$ cat src/sv/wsfd_pkg.sv
// Shared types and constants for the WebSocket frame deframer.
`default_nettype none
package wsfd_pkg;

	// Parse phase, one-hot
	typedef enum logic [5:0] {
		PH_HDR0    = 6'b000001,
		PH_HDR1    = 6'b000010,
		PH_EXT16   = 6'b000100,
		PH_EXT64   = 6'b001000,
		PH_MASK    = 6'b010000,
		PH_PAYLOAD = 6'b100000
	} phase_t;

	// Result event codes
	localparam logic [2:0] EV_DATA       = 3'd0;
	localparam logic [2:0] EV_EMPTY_MSG  = 3'd1;
	localparam logic [2:0] EV_PING       = 3'd2;
	localparam logic [2:0] EV_EMPTY_PING = 3'd3;
	localparam logic [2:0] EV_CLOSE      = 3'd4;
	localparam logic [2:0] EV_FAIL       = 3'd5;

	// Opcodes
	localparam logic [3:0] OP_CONT  = 4'h0;
	localparam logic [3:0] OP_BIN   = 4'h2;
	localparam logic [3:0] OP_CLOSE = 4'h8;
	localparam logic [3:0] OP_PING  = 4'h9;
	localparam logic [3:0] OP_PONG  = 4'hA;

	// Close codes
	localparam logic [15:0] CODE_NORMAL   = 16'd1000;
	localparam logic [15:0] CODE_PROTOCOL = 16'd1002;
	localparam logic [15:0] CODE_TOO_BIG  = 16'd1009;

	localparam logic [6:0] LEN_EXT16  = 7'd126;
	localparam logic [6:0] LEN_EXT64  = 7'd127;
	localparam logic [6:0] CTRL_MAX   = 7'd125;
	localparam logic [31:0] MAX_MSG_RESET = 32'd1048576;

	// Verdict of the header checks plus updated fragmentation state
	typedef struct packed {
		logic        fail;
		logic [15:0] code;
		logic        frag;
		logic        frag_bin;
		logic [31:0] total;
	} hdr_chk_t;

endpackage
`default_nettype wire

$ cat src/sv/websocket_frame_deframer.sv
// Top level: byte-serial WebSocket client frame parser and unmasker.
//
//  channel  | handshake                   | payload
//  ---------+-----------------------------+----------------------------------------
//  in       | in_valid / in_ready         | rx_byte
//  out      | out_valid / out_ready       | event_res byte_value is_binary last
//           |                             | close_code send_close
//  cfg      | cfg_we (no wait)            | cfg_wdata -> max_message_size
//
// One byte per clock unless the output register stalls. A request is parsed in
// the input register; its result (if any) lands in the output register.
// The output register stalls the parser; the input register keeps taking a byte
// in any cycle the parser drains it. Reset clears all parse state and sets the
// size limit to 1048576. After close or failure every byte is taken and dropped.
`default_nettype none
module websocket_frame_deframer (
	input  wire logic        clk,
	input  wire logic        arst_n,
	input  wire logic        in_valid,
	output logic             in_ready,
	input  wire logic [7:0]  rx_byte,
	output logic             out_valid,
	input  wire logic        out_ready,
	output logic [2:0]       event_res,
	output logic [7:0]       byte_value,
	output logic             is_binary,
	output logic             last,
	output logic [15:0]      close_code,
	output logic             send_close,
	input  wire logic        cfg_we,
	input  wire logic [31:0] cfg_wdata
);
	import wsfd_pkg::*;

	// input register
	logic       valid_s1;
	logic [7:0] byte_s1;

	// result register
	logic        valid_s2;
	logic [2:0]  ev_s2;
	logic [7:0]  val_s2;
	logic        bin_s2;
	logic        last_s2;
	logic [15:0] code_s2;
	logic        send_s2;

	// parse state
	logic [31:0] max_size_q;
	phase_t      phase_q,   n_phase;
	logic        final_q,   n_final;
	logic [3:0]  op_q,      n_op;
	logic [63:0] len_q,     n_len;   // extended length, then bytes left
	logic [2:0]  cnt_q,     n_cnt;
	logic [31:0] key_q,     n_key;
	logic [1:0]  kidx_q,    n_kidx;
	logic        first_q,   n_first;
	logic        frag_q,    n_frag;
	logic        fbin_q,    n_fbin;
	logic [31:0] total_q,   n_total;
	logic        csent_q,   n_csent;
	logic [7:0]  cch_q,     n_cch;
	logic        closed_q,  n_closed;

	logic        proc;
	logic        has_res;
	logic [2:0]  r_ev;
	logic [7:0]  r_val;
	logic        r_bin;
	logic        r_last;
	logic [15:0] r_code;
	logic        r_send;

	logic [63:0] shifted;
	logic [63:0] hc_len;
	logic [2:0]  cnt_inc;
	logic [7:0]  key_byte;
	logic [7:0]  unmasked;
	logic        lastb;
	logic        cur_bin;
	logic [15:0] peer_code;
	hdr_chk_t    chk;

	assign proc     = valid_s1 && (!valid_s2 || out_ready);
	assign in_ready = !valid_s1 || proc;

	assign shifted = {len_q[55:0], byte_s1};
	assign hc_len  = (phase_q == PH_HDR1) ? {57'd0, byte_s1[6:0]} : shifted;
	assign cnt_inc = cnt_q + 3'd1;
	assign lastb   = (len_q == 64'd1);
	assign cur_bin = (op_q == OP_CONT) ? fbin_q : (op_q == OP_BIN);
	assign unmasked  = byte_s1 ^ key_byte;
	assign peer_code = {cch_q, unmasked};

	always_comb begin
		case (kidx_q)
			2'd0:    key_byte = key_q[31:24];
			2'd1:    key_byte = key_q[23:16];
			2'd2:    key_byte = key_q[15:8];
			default: key_byte = key_q[7:0];
		endcase
	end

	wsfd_hdr_check u_hdr_check (
		.opcode    (op_q),
		.final_bit (final_q),
		.len       (hc_len),
		.limit     (max_size_q),
		.frag      (frag_q),
		.frag_bin  (fbin_q),
		.total     (total_q),
		.chk       (chk)
	);

	always_comb begin
		logic hdr_done;
		logic do_fin;
		logic [2:0] fin_ev;
		logic [15:0] fin_code;

		hdr_done = 1'b0;
		do_fin   = 1'b0;
		fin_ev   = EV_FAIL;
		fin_code = CODE_PROTOCOL;

		n_phase  = phase_q;
		n_final  = final_q;
		n_op     = op_q;
		n_len    = len_q;
		n_cnt    = cnt_q;
		n_key    = key_q;
		n_kidx   = kidx_q;
		n_first  = first_q;
		n_frag   = frag_q;
		n_fbin   = fbin_q;
		n_total  = total_q;
		n_csent  = csent_q;
		n_cch    = cch_q;
		n_closed = closed_q;

		has_res = 1'b0;
		r_ev    = EV_DATA;
		r_val   = 8'd0;
		r_bin   = 1'b0;
		r_last  = 1'b0;
		r_code  = 16'd0;
		r_send  = 1'b0;

		if (!closed_q) begin
			case (phase_q)
				PH_HDR0: begin
					n_final = byte_s1[7];
					n_op    = byte_s1[3:0];
					if (byte_s1[6:4] != 3'd0) begin
						do_fin = 1'b1;
					end else begin
						n_phase = PH_HDR1;
					end
				end
				PH_HDR1: begin
					if (!byte_s1[7]) begin
						do_fin = 1'b1;
					end else if (byte_s1[6:0] == LEN_EXT16 ||
						     byte_s1[6:0] == LEN_EXT64) begin
						n_phase = (byte_s1[6:0] == LEN_EXT16) ? PH_EXT16 : PH_EXT64;
						n_len   = 64'd0;
						n_cnt   = 3'd0;
					end else begin
						hdr_done = 1'b1;
					end
				end
				PH_EXT16: begin
					n_len = shifted;
					n_cnt = cnt_inc;
					if (cnt_inc >= 3'd2) begin
						if (shifted < 64'd126) do_fin = 1'b1;
						else hdr_done = 1'b1;
					end
				end
				PH_EXT64: begin
					n_len = shifted;
					n_cnt = cnt_inc;
					if (cnt_inc == 3'd0) begin
						// shortest encoding and clear top bit
						if (shifted[63:16] == 48'd0 || shifted[63]) do_fin = 1'b1;
						else hdr_done = 1'b1;
					end
				end
				PH_MASK: begin
					n_key = {key_q[23:0], byte_s1};
					n_cnt = cnt_inc;
					if (cnt_inc >= 3'd4) begin
						n_cnt = 3'd0;
						if (len_q != 64'd0) begin
							n_phase = PH_PAYLOAD;
						end else begin
							n_phase = PH_HDR0;
							if (op_q <= OP_BIN) begin
								if (final_q) begin
									has_res = 1'b1;
									r_ev    = EV_EMPTY_MSG;
									r_bin   = cur_bin;
									r_last  = 1'b1;
								end
							end else if (op_q == OP_PING) begin
								has_res = 1'b1;
								r_ev    = EV_EMPTY_PING;
								r_last  = 1'b1;
							end else if (op_q == OP_CLOSE) begin
								do_fin   = 1'b1;
								fin_ev   = EV_CLOSE;
								fin_code = CODE_NORMAL;
							end
						end
					end
				end
				PH_PAYLOAD: begin
					if (lastb) begin
						n_phase = PH_HDR0;
					end else begin
						n_len   = len_q - 64'd1;
						n_kidx  = kidx_q + 2'd1;
						n_first = 1'b0;
					end
					if (op_q == OP_CLOSE) begin
						if (first_q) begin
							if (lastb) do_fin = 1'b1;
							else n_cch = unmasked;
						end else if (peer_code inside {[16'd3000:16'd4999],
							[16'd1000:16'd1003], [16'd1007:16'd1011]}) begin
							do_fin   = 1'b1;
							fin_ev   = EV_CLOSE;
							fin_code = peer_code;
						end else begin
							do_fin = 1'b1;
						end
					end else if (op_q == OP_PING) begin
						has_res = 1'b1;
						r_ev    = EV_PING;
						r_val   = unmasked;
						r_last  = lastb;
					end else if (op_q != OP_PONG) begin
						has_res = 1'b1;
						r_ev    = EV_DATA;
						r_val   = unmasked;
						r_bin   = cur_bin;
						r_last  = final_q && lastb;
					end
				end
				default: begin
					n_phase = PH_HDR0;
				end
			endcase

			if (hdr_done) begin
				if (chk.fail) begin
					do_fin   = 1'b1;
					fin_code = chk.code;
				end else begin
					n_frag  = chk.frag;
					n_fbin  = chk.frag_bin;
					n_total = chk.total;
					n_len   = hc_len;
					n_kidx  = 2'd0;
					n_first = 1'b1;
					n_cnt   = 3'd0;
					n_phase = PH_MASK;
				end
			end

			if (do_fin) begin
				has_res  = 1'b1;
				r_ev     = fin_ev;
				r_val    = 8'd0;
				r_bin    = 1'b0;
				r_last   = 1'b0;
				r_code   = fin_code;
				r_send   = !csent_q;
				n_csent  = 1'b1;
				n_closed = 1'b1;
			end
		end
	end

	always_ff @(posedge clk or negedge arst_n) begin
		if (!arst_n) begin
			valid_s1   <= 1'b0;
			valid_s2   <= 1'b0;
			max_size_q <= MAX_MSG_RESET;
			phase_q    <= PH_HDR0;
			final_q    <= 1'b0;
			op_q       <= 4'd0;
			len_q      <= 64'd0;
			cnt_q      <= 3'd0;
			key_q      <= 32'd0;
			kidx_q     <= 2'd0;
			first_q    <= 1'b0;
			frag_q     <= 1'b0;
			fbin_q     <= 1'b0;
			total_q    <= 32'd0;
			csent_q    <= 1'b0;
			cch_q      <= 8'd0;
			closed_q   <= 1'b0;
		end else begin
			if (cfg_we) max_size_q <= cfg_wdata;

			if (in_valid && in_ready) valid_s1 <= 1'b1;
			else if (proc) valid_s1 <= 1'b0;

			if (proc && has_res) valid_s2 <= 1'b1;
			else if (out_ready) valid_s2 <= 1'b0;

			if (proc) begin
				phase_q  <= n_phase;
				final_q  <= n_final;
				op_q     <= n_op;
				len_q    <= n_len;
				cnt_q    <= n_cnt;
				key_q    <= n_key;
				kidx_q   <= n_kidx;
				first_q  <= n_first;
				frag_q   <= n_frag;
				fbin_q   <= n_fbin;
				total_q  <= n_total;
				csent_q  <= n_csent;
				cch_q    <= n_cch;
				closed_q <= n_closed;
			end
		end
	end

	always_ff @(posedge clk) begin
		if (in_valid && in_ready) byte_s1 <= rx_byte;
		if (proc && has_res) begin
			ev_s2   <= r_ev;
			val_s2  <= r_val;
			bin_s2  <= r_bin;
			last_s2 <= r_last;
			code_s2 <= r_code;
			send_s2 <= r_send;
		end
	end

	assign out_valid  = valid_s2;
	assign event_res  = ev_s2;
	assign byte_value = val_s2;
	assign is_binary  = bin_s2;
	assign last       = last_s2;
	assign close_code = code_s2;
	assign send_close = send_s2;

	// once closed, a drained result is never followed by another
	a_closed_quiet: assert property (@(posedge clk) disable iff (!arst_n)
		(closed_q && valid_s2 && out_ready) |=> !valid_s2)
		else $error("result after connection closed");

	a_payload_nonempty: assert property (@(posedge clk) disable iff (!arst_n)
		(phase_q == PH_PAYLOAD) |-> (len_q != 64'd0))
		else $error("payload phase with no bytes left");

	a_fail_code: assert property (@(posedge clk) disable iff (!arst_n)
		(valid_s2 && ev_s2 == EV_FAIL) |->
		(code_s2 == CODE_PROTOCOL || code_s2 == CODE_TOO_BIG))
		else $error("bad failure close code");

	a_end_closes: assert property (@(posedge clk) disable iff (!arst_n)
		(valid_s2 && (ev_s2 == EV_FAIL || ev_s2 == EV_CLOSE)) |-> (closed_q && csent_q))
		else $error("close or failure without closed state");

endmodule
`default_nettype wire

$ cat src/sv/wsfd_hdr_check.sv
// Frame header checks once the payload length is known.
`default_nettype none
module wsfd_hdr_check (
	input  wire logic [3:0]       opcode,
	input  wire logic             final_bit,
	input  wire logic [63:0]      len,
	input  wire logic [31:0]      limit,
	input  wire logic             frag,
	input  wire logic             frag_bin,
	input  wire logic [31:0]      total,
	output wsfd_pkg::hdr_chk_t    chk
);
	import wsfd_pkg::*;

	logic        proto_bad;
	logic        len_over;
	logic        sum_over;
	logic        ctrl_long;
	logic [32:0] sum;

	assign sum       = {1'b0, total} + {1'b0, len[31:0]};
	assign len_over  = (len[63:32] != 32'd0) || (len[31:0] > limit);
	// both operands are 32 bits wide, so the 33-bit sum does not wrap
	assign sum_over  = frag && (sum > {1'b0, limit});
	assign ctrl_long = (len[63:7] != 57'd0) || (len[6:0] > CTRL_MAX);

	always_comb begin
		proto_bad = 1'b0;
		if (opcode[3]) begin
			proto_bad = !final_bit || ctrl_long || (opcode > OP_PONG);
		end else begin
			proto_bad = opcode > OP_BIN;
		end

		chk.fail     = 1'b0;
		chk.code     = CODE_PROTOCOL;
		chk.frag     = frag;
		chk.frag_bin = frag_bin;
		chk.total    = total;

		if (proto_bad) begin
			chk.fail = 1'b1;
		end else if (len_over || sum_over) begin
			chk.fail = 1'b1;
			chk.code = CODE_TOO_BIG;
		end else if (opcode == OP_CONT) begin
			if (!frag) begin
				chk.fail = 1'b1;
			end else if (final_bit) begin
				chk.frag  = 1'b0;
				chk.total = 32'd0;
			end else begin
				chk.total = sum[31:0];
			end
		end else if (!opcode[3]) begin
			// text or binary
			if (frag) begin
				chk.fail = 1'b1;
			end else if (!final_bit) begin
				chk.frag     = 1'b1;
				chk.frag_bin = (opcode == OP_BIN);
				chk.total    = len[31:0];
			end
		end
	end

endmodule
`default_nettype wire
$ cat config.mk
export PLATFORM = sky130hd
export DESIGN_NAME = websocket_frame_deframer
export DESIGN_NICKNAME = d
export VERILOG_FILES = /design/src/sv/wsfd_pkg.sv /design/src/sv/websocket_frame_deframer.sv /design/src/sv/wsfd_hdr_check.sv
export SDC_FILE = /design/constraint.sdc
export NUM_CORES = 1
export LEC_CHECK = 0
export BUFFER_PORTS_ARGS = -buffer_cell sky130_fd_sc_hd__buf_4
export CAP_MARGIN = 15
export CORE_MARGIN = 2
export CORE_UTILIZATION = 57
export DETAILED_ROUTE_END_ITERATION = 12
export GPL_ROUTABILITY_DRIVEN = 0
export PLACE_DENSITY_LB_ADDON = 0.08
export SLEW_MARGIN = 20
export SYNTH_ARGS = -nofsm -noshare
export SYNTH_HDL_FRONTEND = slang
export SYNTH_HIERARCHICAL = 1
export SYNTH_SLANG_ARGS = --single-unit
$ cat constraint.sdc
create_clock -name clk -period 8 [get_ports clk]
set_clock_uncertainty 0.15 [all_clocks]
set_input_delay 0 -clock clk [delete_from_list [all_inputs] [get_ports clk]]
set_output_delay 0 -clock clk [all_outputs]
set_load 0.01 [all_outputs]
Word level (Yosys, flattened, before mapping)
Index checks and enable logic that the tools add are counted.

cells by class
  multiplexer cells = 139
  equal/unequal tests = 19
  reduce and logical (&&, ||, !) cells = 44
  order comparisons = 15
  $add $sub $neg = 4
  bitwise logic cells = 12

operators with widths
  kind                                                                  number
  2-to-1 mux 64 bit                                                     6
  one-hot mux 64 bit (3 select lines)                                   1
  2-to-1 mux 34 bit                                                     4
  2-to-1 mux 32 bit                                                     3
  2-to-1 mux 16 bit                                                     5
  2-to-1 mux 1 bit                                                      75
  equality test 64 x 1 -> 1 bit (second input constant)                 1
  < comparator 64 x 7 -> 1 bit (second input constant)                  1
  nonzero test 64 bit                                                   1
  subtractor 64 x 1 -> 64 bit (second input constant)                   1
  nonzero test 57 bit                                                   1
  2-to-1 mux 50 bit                                                     1
  zero test 48 bit                                                      1
  2-to-1 mux 6 bit                                                      8
  adder 32 x 32 -> 33 bit                                               1
  greater-than comparator 33 x 32 -> 1 bit                              1
  greater-or-equal comparator 16 x 10 -> 1 bit (second input constant)  2
  greater-than comparator 32 bit                                        1
  <= comparator 16 x 10 -> 1 bit (second input constant)                2
  one-hot mux 16 bit (2 select lines)                                   1
  nonzero test 32 bit                                                   1
  one-hot mux 6 bit (5 select lines)                                    1
  2-to-1 mux 3 bit                                                      9
  2-to-1 mux 2 bit                                                      12
  50 further kinds                                                      93

storage, ports and cells
  output and inout port bits = 32
  register bits after elaboration = 229
  word-level logic and storage cells = 257

Longest topological paths before layout
Gate-level depths: netlist of run 1.

  depth in word-level cells = 15
  mapped depth = 35

Cells and area by module
The synthesis of run 1 kept the hierarchy.

by module, submodules not included
  module                    area each (um^2)  cells each  seq. area each (um^2)  instances
  websocket_frame_deframer  12,988.7          1,400       5,923.2                1
  wsfd_hdr_check            4,436.8           615         0.0                    1

Worst setup path before layout of run 1
Ideal clock, no wire load.

  path kind = register -> register
  start = register phase_q[3]
  end = register val_s2[0] (netlist: byte_value[0]) (enable)
  setup time = 417 ps
  cell stages (with the launch flop) = 34
  path buffers = 8
  data required time = 7,433 ps
  path slack = 323 ps
  arrival time = 7,110 ps
  cell sequence = dfrtp_1 clkbuf_1 nor4_1 nand3b_1 clkbuf_1 clkbuf_1 clkbuf_1 clkbuf_1 and2_1 ha_1 and3_1 nand3_1 o211ai_1 nor3_2 nor3_1 o31a_1 o311a_1 ha_1 a21oi_1 o21ai_0 a211oi_1 o31ai_1 a21oi_1 o22a_2 and2_2 buf_6 buf_6 o21ai_0 a2111oi_0 o31ai_1 a311o_1 buf_2 nor3b_1 nor2_1

RTL lines
  what                    line                             RTL
  start, declared         websocket_frame_deframer.sv:50   phase_t phase_q, n_phase;
  start signal, assigned  websocket_frame_deframer.sv:314  phase_q <= n_phase;
  end signal, assigned    websocket_frame_deframer.sv:336  val_s2 <= r_val;
  end, declared           websocket_frame_deframer.sv:42   logic [7:0] val_s2;

==> results of run 1 <==
==> cell type report <==
class / instances / area, um^2 / share of cell area
Inverter: 66 / 248 / 0.0126
Clock inverter: 12 / 130 / 0.00660
Tap cell: 396 / 495 / 0.0251
Multi-Input combinational cell: 1582 / 10600 / 0.536
Sequential cell: 229 / 5920 / 0.301
Clock buffer: 36 / 731 / 0.0371
Timing Repair Buffer: 187 / 1620 / 0.0820
==> worst register-to-register path, delay by kind of cell, from the launching register on <==
kind                       cells  cell delay, ns
DFF                            1            0.49
xor gates and xnor gates       1            0.13
buffers and inverters          3            0.65
adders and majority gates      2            0.74
and+or+nand+nor                8            2.07
AOI/OAI and AO/OA             14            3.28
==> worst min path at each step <==
stage	end	slack, ns	cells after the start	from
CTS	byte_s1[1]$_DFFE_PP_	0.0003	2	rx_byte[1]
global route	byte_s1[2]$_DFFE_PP_	0.03	2	rx_byte[2]
floorplan	cch_q[0]$_DFFE_PN0P_	-0.45	0	arst_n
global placement	byte_s1[3]$_DFFE_PP_	0.03	1	rx_byte[3]
detailed placement	byte_s1[7]$_DFFE_PP_	0.03	1	rx_byte[7]
finish	cch_q[2]$_DFFE_PN0P_	-0.02	2	arst_n
==> state kept, by name, summed over array words and instances, names as in the netlist, 8 cells and up <==
register and count:
cch_q 8, total_q 32, len_q 64, key_q 32
close_code 16, max_size_q 32, byte_value 8, byte_s1 8
==> cell usage after synthesis, types with 16 or more instances <==
| cell type | instances |
|---|---|
| sky130_fd_sc_hd__clkbuf_1 | 74 |
| sky130_fd_sc_hd__inv_1 | 66 |
| sky130_fd_sc_hd__or3_1 | 27 |
| sky130_fd_sc_hd__a221oi_1 | 21 |
| sky130_fd_sc_hd__a21oi_1 | 129 |
| sky130_fd_sc_hd__nand2_1 | 246 |
| sky130_fd_sc_hd__buf_4 | 17 |
| sky130_fd_sc_hd__nor4_1 | 42 |
| sky130_fd_sc_hd__xor2_1 | 19 |
| sky130_fd_sc_hd__mux2_2 | 63 |
| sky130_fd_sc_hd__ha_1 | 105 |
| sky130_fd_sc_hd__nand2b_1 | 16 |
| sky130_fd_sc_hd__a22oi_1 | 18 |
| sky130_fd_sc_hd__buf_2 | 27 |
| sky130_fd_sc_hd__xnor2_1 | 26 |
| sky130_fd_sc_hd__o21a_1 | 17 |
| sky130_fd_sc_hd__o21ai_0 | 123 |
| sky130_fd_sc_hd__and2_1 | 69 |
| sky130_fd_sc_hd__a211oi_1 | 18 |
| sky130_fd_sc_hd__a21o_1 | 30 |
| sky130_fd_sc_hd__nor2_1 | 126 |
| sky130_fd_sc_hd__dfrtp_1 | 189 |
| sky130_fd_sc_hd__nand4_1 | 26 |
| sky130_fd_sc_hd__a31oi_1 | 22 |
| sky130_fd_sc_hd__nor3_1 | 55 |
| sky130_fd_sc_hd__nand3_1 | 46 |
| sky130_fd_sc_hd__a22o_1 | 36 |
| sky130_fd_sc_hd__edfxtp_1 | 38 |
==> logic make-up (layout without fill, tap and decap cells) <==
logic type | Yosys count | count (layout)
adder cells (fa/ha/maj) | 106 | 106
AND/OR/NAND/NOR | 756 | 756
multiplexers | 73 | 73
AO/OA/AOI/OAI | 590 | 590
buffers and inverters | 214 | 301
flip-flops | 229 | 229
other | 2 | 12
XOR/XNOR | 45 | 45
==> power by group through the flow <==
stage               logic, W  registers [W]  clock network (W)
floorplan           0.000972        0.00143                  0
global route         0.00143        0.00155            0.00129
global placement     0.00119        0.00153                  0
finish               0.00130        0.00153            0.00123
CTS                  0.00126        0.00152            0.00124
detailed placement   0.00121        0.00154                  0
==> stage by stage <==
stage | utilization | setup slack (ns)
finish | 0.649 | 0.408
detailed placement | 0.593 | 0.205
CTS | 0.649 | 0.161
global route | 0.649 | -0.000568
floorplan | - | 0.323
global placement | 0.593 | 0.425
==> per-layer routing <==
layer	wire length, um	share of wire
met2	24500	0.46
met1	22800	0.43
met5	0	0
met3	4300	0.080
met4	2000	0.037
==> repair_timing <==
action	CTS	global route
buffers inserted	0	1
resized for setup	0	3
hold buffers	82	0
setup endpoints to repair	0	103
endpoints found under the hold margin	173	0
==> summary.md, run 1 <==
### Outcome
• outcome: finished with violations
• failing checks: negative hold slack

### Layout
• post-layout instance count excluding filler cells: 2508
• number of fillers in the final layout: 2519
• highest-count cells in the layout ignoring fill and taps: 246 x sky130_fd_sc_hd__nand2_1, 189 x sky130_fd_sc_hd__dfrtp_1, 129 x sky130_fd_sc_hd__a21oi_1, 123 x sky130_fd_sc_hd__o21ai_0, 121 x sky130_fd_sc_hd__nor2_1
• summed area of non-filler cells in the final layout: 0.0197 mm^2
• synth-to-layout area growth: 13.1%
• fraction of layout cells with a size suffix above 1: 0.132
• n_diodes: 0
• final net count: 2244
• most frequent standard cell in the layout excluding fill and tap cells: sky130_fd_sc_hd__nand2_1

### Power
• Cell Int Power: 0.00254 W
• Comb power frac: 0.321
• power dissipated by switching net loads: 0.00152 W
• switching share of power: 0.374
• sequential fraction of design power: 0.377
• Total Power: 0.00406 W
• maximum ir drop on the vdd rail: 178 uV
• total power per unit cell area: 206 mW/mm^2
• static power due to leakage: 8.46 nW
• clock share of power: 0.302

### Drt
• total via count in the routed design: 16690
• number of design-rule violations left by the first detailed-router iteration: 2124
• number of optimization iterations in the first detailed-route pass: 6
• routed length per instance: 21.4 um
• Residual DRC: 0
• remaining antenna violation count: 0
• via/cell ratio: 6.65
• total wire length: 53700 um

### Setup path
• cell at the slowest stage of the critical path: sky130_fd_sc_hd__nor2_1
• critical path class: register to register
• worst reg2reg setup slack: 0.41 ns
• launching instance or port of the critical path: phase_q[3]$_DFFE_PN0P_
• most used cell along the critical path: sky130_fd_sc_hd__o21ai_0
• element type at the critical path end: register
• R2R Path End: cnt_q[0]$_DFFE_PN0P_
• peak per-stage delay on the critical path: 0.90 ns
• Worst setup endpoint: cnt_q[0]$_DFFE_PN0P_
• CP delay by family, top: compound AO/OA/AOI/OAI gates
• logic depth of the worst register-to-register path: 28
• largest fanout on the critical path: 24
• logic depth of the worst path, buffers included: 28
• WP data arrival: 7.92 ns
• count of buffering cells on the critical path with inverters included: 3
• required time at the worst-slack endpoint: 8.33 ns
• Critical Path Start Type: register
• worst reg2reg startpoint: phase_q[3]$_DFFE_PN0P_

### Yosys
• post-synthesis cell area: 0.0174 mm^2
• count of synthesis-stage warnings from yosys: 6
• sequential-to-total area share from yosys stat: 0.340
• instance count of the mapped netlist: 2015
• area share of the leading cell type in the synthesized netlist: 0.271
• xor and xnor fraction of the mapped netlist area: 0.0226
• multiplexer share of the synthesized area: 0.0465
• biggest area contributors in the synthesized netlist: sky130_fd_sc_hd__dfrtp_1 27%, sky130_fd_sc_hd__ha_1 7.5%, sky130_fd_sc_hd__edfxtp_1 6.5%
• share of flip-flops with an asynchronous set or reset after synthesis: 0.834
• Seq cells post-synth: 229
• adder and majority cell fraction of the synthesized area: 0.0765
• synthesized-area fraction occupied by ao, oa, aoi and oai cells: 0.233
• prevailing post-synth register cell: sky130_fd_sc_hd__dfrtp_1
• combinational family with the most area after synthesis: compound AO/OA/AOI/OAI gates
• Mapped Avg Cell Area: 8.65 um^2
• Post-Synth Simple-Gate Area: 0.223
• cell taking the most area after synthesis: sky130_fd_sc_hd__dfrtp_1
• post-synthesis cell type count: 116
• number of enable flip-flop cells after synthesis: 38

### Floorplan
• overall die width: 179 um
• Floorplan Core Area: 0.0303 mm^2
• initial cell density of the core: 0.574
• number of primary I/O pins: 77
• Die Footprint: 0.0320 mm^2
• die height: 179 um
• std cell rows: 64

### Placement
• detailed placement HPWL: 35500 um
• Cells after DPL: 2377
• count of input and output buffers: 76
• Post-Place Cell Area: 0.0180 mm^2

### GRT
• largest net degree at the start of global routing: 125
• met1 GRT Util: 0.467
• busiest layer in global routing: met2
• met3 track demand over resource in global routing: 0.0428
• total overflow reported by the global router: 0
• global-route wire length before repair: 85900 um
• antenna violations before repair: 0
• Global Route met2 Usage: 0.531
• vias in the first global route: 15987
• total routing resource utilization after global routing: 0.335

### STA
• setup violators final: 0
• peak clock frequency supported by timing: 0.132 GHz
• setup TNS: 0 ns
• Final Hold Fails: 3
• remaining max-slew budget at the tightest pin: 0.232
• smallest hold slack: -0.0189 ns
• actual slew at the worst max-slew pin: 1.15 ns
• number of pins with negative max-slew slack in the final report: 0
• post-route minimum period: 7.59 ns
• Period Utilization, post-route: 0.949

### CTS
• number of clock sinks: 229
• root cell of the clock tree: sky130_fd_sc_hd__clkbuf_16
• maximum level of the CTS H-tree: 1
• clock insertion delay at the later pin of the skew report: 0.57 ns
• TritonCTS Buffers: 27
• worst-case clock buffer depth: 3
• CTS clk-pin slew, worst paths: 0.07 ns
• clock tree from TritonCTS: yes

### Hold path
• class of the worst hold path: input port to asynchronous set/reset pin

### Job
• max-capacitance violation count: 0

Power figures use the tool's default switching activity.
==> inputs of run 2 (changes only) <==
--- a/config.mk
+++ b/config.mk
@@ -9,9 +9,10 @@
 export CAP_MARGIN = 15
 export CORE_MARGIN = 2
 export CORE_UTILIZATION = 57
+export CTS_CLUSTER_DIAMETER = 100
 export DETAILED_ROUTE_END_ITERATION = 12
 export GPL_ROUTABILITY_DRIVEN = 0
-export PLACE_DENSITY_LB_ADDON = 0.08
+export PLACE_DENSITY = 0.78
 export SLEW_MARGIN = 20
 export SYNTH_ARGS = -nofsm -noshare
 export SYNTH_HDL_FRONTEND = slang
==> summary.md, run 2 (synthesis gave the netlist of run 1 again) <==
### Placement
• detailed placement HPWL: 34700 um
• count of input and output buffers: 76
• Post-Place Worst Slack: 0.173 ns

### CTS
• maximum level of the CTS H-tree: 1
• root cell of the clock tree: sky130_fd_sc_hd__clkbuf_16
• CTS clk-pin slew, worst paths: 0.06 ns
• TritonCTS Buffers: 27
• clock insertion delay at the later pin of the skew report: 0.56 ns
• clock tree from TritonCTS: yes
• worst-case clock buffer depth: 3
• number of clock sinks: 229

### STA
• peak clock frequency supported by timing: 0.134 GHz
• remaining max-slew budget at the tightest pin: 0.246
• post-route minimum period: 7.47 ns
• smallest setup slack after layout: 0.527 ns
• Period Utilization, post-route: 0.934
• Final Hold Fails: 0
• actual slew at the worst max-slew pin: 1.13 ns
• number of pins with negative max-slew slack in the final report: 0
• setup repair after global routing missed its margin: no
• setup TNS: 0 ns
• setup violators final: 0

### Setup path
• largest fanout on the critical path: 20
• WP data arrival: 7.61 ns
• Critical Path Start Type: register
• required time at the worst-slack endpoint: 8.14 ns
• critical path class: register to register
• cell at the slowest stage of the critical path: sky130_fd_sc_hd__dfrtp_1
• peak per-stage delay on the critical path: 0.49 ns
• element type at the critical path end: register

### Power
• maximum ir drop on the vdd rail: 176 uV
• total power per unit cell area: 213 mW/mm^2
• static power due to leakage: 8.53 nW

### GRT
• antenna violations before repair: 0
• total overflow reported by the global router: 0
• vias in the first global route: 16268
• global-route wire length before repair: 85800 um
• largest net degree at the start of global routing: 87
• total routing resource utilization after global routing: 0.332

### Outcome
• outcome: complete, no violations

### Layout
• n_diodes: 0
• fraction of layout cells with a size suffix above 1: 0.136
• highest-count cells in the layout ignoring fill and taps: 246 x sky130_fd_sc_hd__nand2_1, 189 x sky130_fd_sc_hd__dfrtp_1, 129 x sky130_fd_sc_hd__a21oi_1, 121 x sky130_fd_sc_hd__nor2_1, 121 x sky130_fd_sc_hd__o21ai_0
• number of flip-flops in the largest register: 64
• number of fillers in the final layout: 2435
• Multi-input gate area: 0.0106 mm^2
• Storage cell area: 0.00592 mm^2
• most frequent standard cell in the layout excluding fill and tap cells: sky130_fd_sc_hd__nand2_1
• synth-to-layout area growth: 13.8%
• final net count: 2242
• Largest Register: len_q

### Floorplan
• number of primary I/O pins: 77
• overall die width: 179 um
• Floorplan Core Area: 0.0303 mm^2
• Die Footprint: 0.0320 mm^2
• die height: 179 um
• initial cell density of the core: 0.574
• std cell rows: 64

### Drt
• routed length per instance: 21.2 um
• Residual DRC: 0
• number of optimization iterations in the first detailed-route pass: 6
• total wire length: 53100 um
• via/cell ratio: 6.71
• remaining antenna violation count: 0
• total via count in the routed design: 16837
• number of design-rule violations left by the first detailed-router iteration: 2489

### Job
• max-capacitance violation count: 0

### Hold path
• class of the worst hold path: input port to register

[run 2: cell types whose count changed in the layout (fill, tap and decap cells not counted), moves of 2 or more]
cell and delta:
sky130_fd_sc_hd__clkinv_2 -5, sky130_fd_sc_hd__dlygate4sd3_1 -5, sky130_fd_sc_hd__bufinv_16 +4, sky130_fd_sc_hd__o21ai_1 +2, sky130_fd_sc_hd__clkinv_1 +2, sky130_fd_sc_hd__o21ai_0 -2
sky130_fd_sc_hd__clkbuf_1 -3, sky130_fd_sc_hd__buf_4 +2, sky130_fd_sc_hd__clkbuf_8 +6
[run 2: path summary, 6_finish.rpt]
kind / start / end / slack, ns / depth (start not counted)
setup / recovery: phase_q[2]$_DFFE_PN0P_ / close_code[7]$_SDFFCE_PP0P_ / 0.53 / 29
hold / removal: rx_byte[5] / byte_s1[5]$_DFFE_PP_ / 0.02 / 2
setup reg to reg: phase_q[2]$_DFFE_PN0P_ / close_code[7]$_SDFFCE_PP0P_ / 0.53 / 29
hold reg to reg: csent_q$_DFFE_PN0P_ / csent_q$_DFFE_PN0P_ / 0.34 / 1
max in group asynchronous: arst_n / total_q[31]$_DFFE_PN0P_ / 6.49 / 4
min in group asynchronous: arst_n / cch_q[1]$_DFFE_PN0P_ / 0.50 / 4
[run 2: area by class of cell]
type | count | area share
Clock buffer | 37 | 0.0385
Clock inverter | 13 | 0.0111
Inverter | 66 | 0.0125
Multi-Input combinational cell | 1582 | 0.533
Sequential cell | 229 | 0.299
Tap cell | 396 | 0.0250
Timing Repair Buffer | 185 | 0.0811
[run 2: per-layer routing]
| metal | GRT usage | vias up | part of all wire |
|---|---|---|---|
| met3 | 0.0464 | 196 | 0.093 |
| met5 | 0 | - | 0 |
| met1 | 0.453 | 7960 | 0.41 |
| li1 | - | 7647 | - |
| met2 | 0.534 | 1034 | 0.46 |
| met4 | 0.132 | 0 | 0.041 |
[run 2: worst max-delay path: cells and delay by family, from the launching register on]
kind	cells	cell delay, ns
buf+inv	3	0.61
fa+ha+maj	2	0.69
xor+xnor	1	0.24
flops	1	0.49
simple gates	8	1.55
compound gates	15	3.46
[run 2: power breakdown]
part	total [W]	internal [W]	switching, W	leakage, nW
sequential	0.00153	0.00132	0.000210	2.82
combinational	0.00132	0.000519	0.000804	5.23
clock	0.00138	0.000859	0.000522	0.479
[run 2: stage by stage]
step	utilization	instances	hold WS (ns)	total power, W	area, um^2
after floorplan	-	2025	-0.446	0.00240	17500
after global placement	0.593	2378	-0.0277	0.00271	18000
after detailed placement	0.593	2378	-0.0272	0.00275	18000
after CTS	0.652	2506	0.00560	0.00417	19800
after global routing	0.653	2508	0.0143	0.00442	19800
final	0.653	2508	0.0189	0.00423	19800
[run 2: what timing repair did]
item                                    4_1_cts  5_1_grt
endpoints found under the setup margin        0      107
hold buffers                                 78        0
buffers inserted                              0        2
gates resized for setup                       0        7
hold endpoints to repair                    137        0
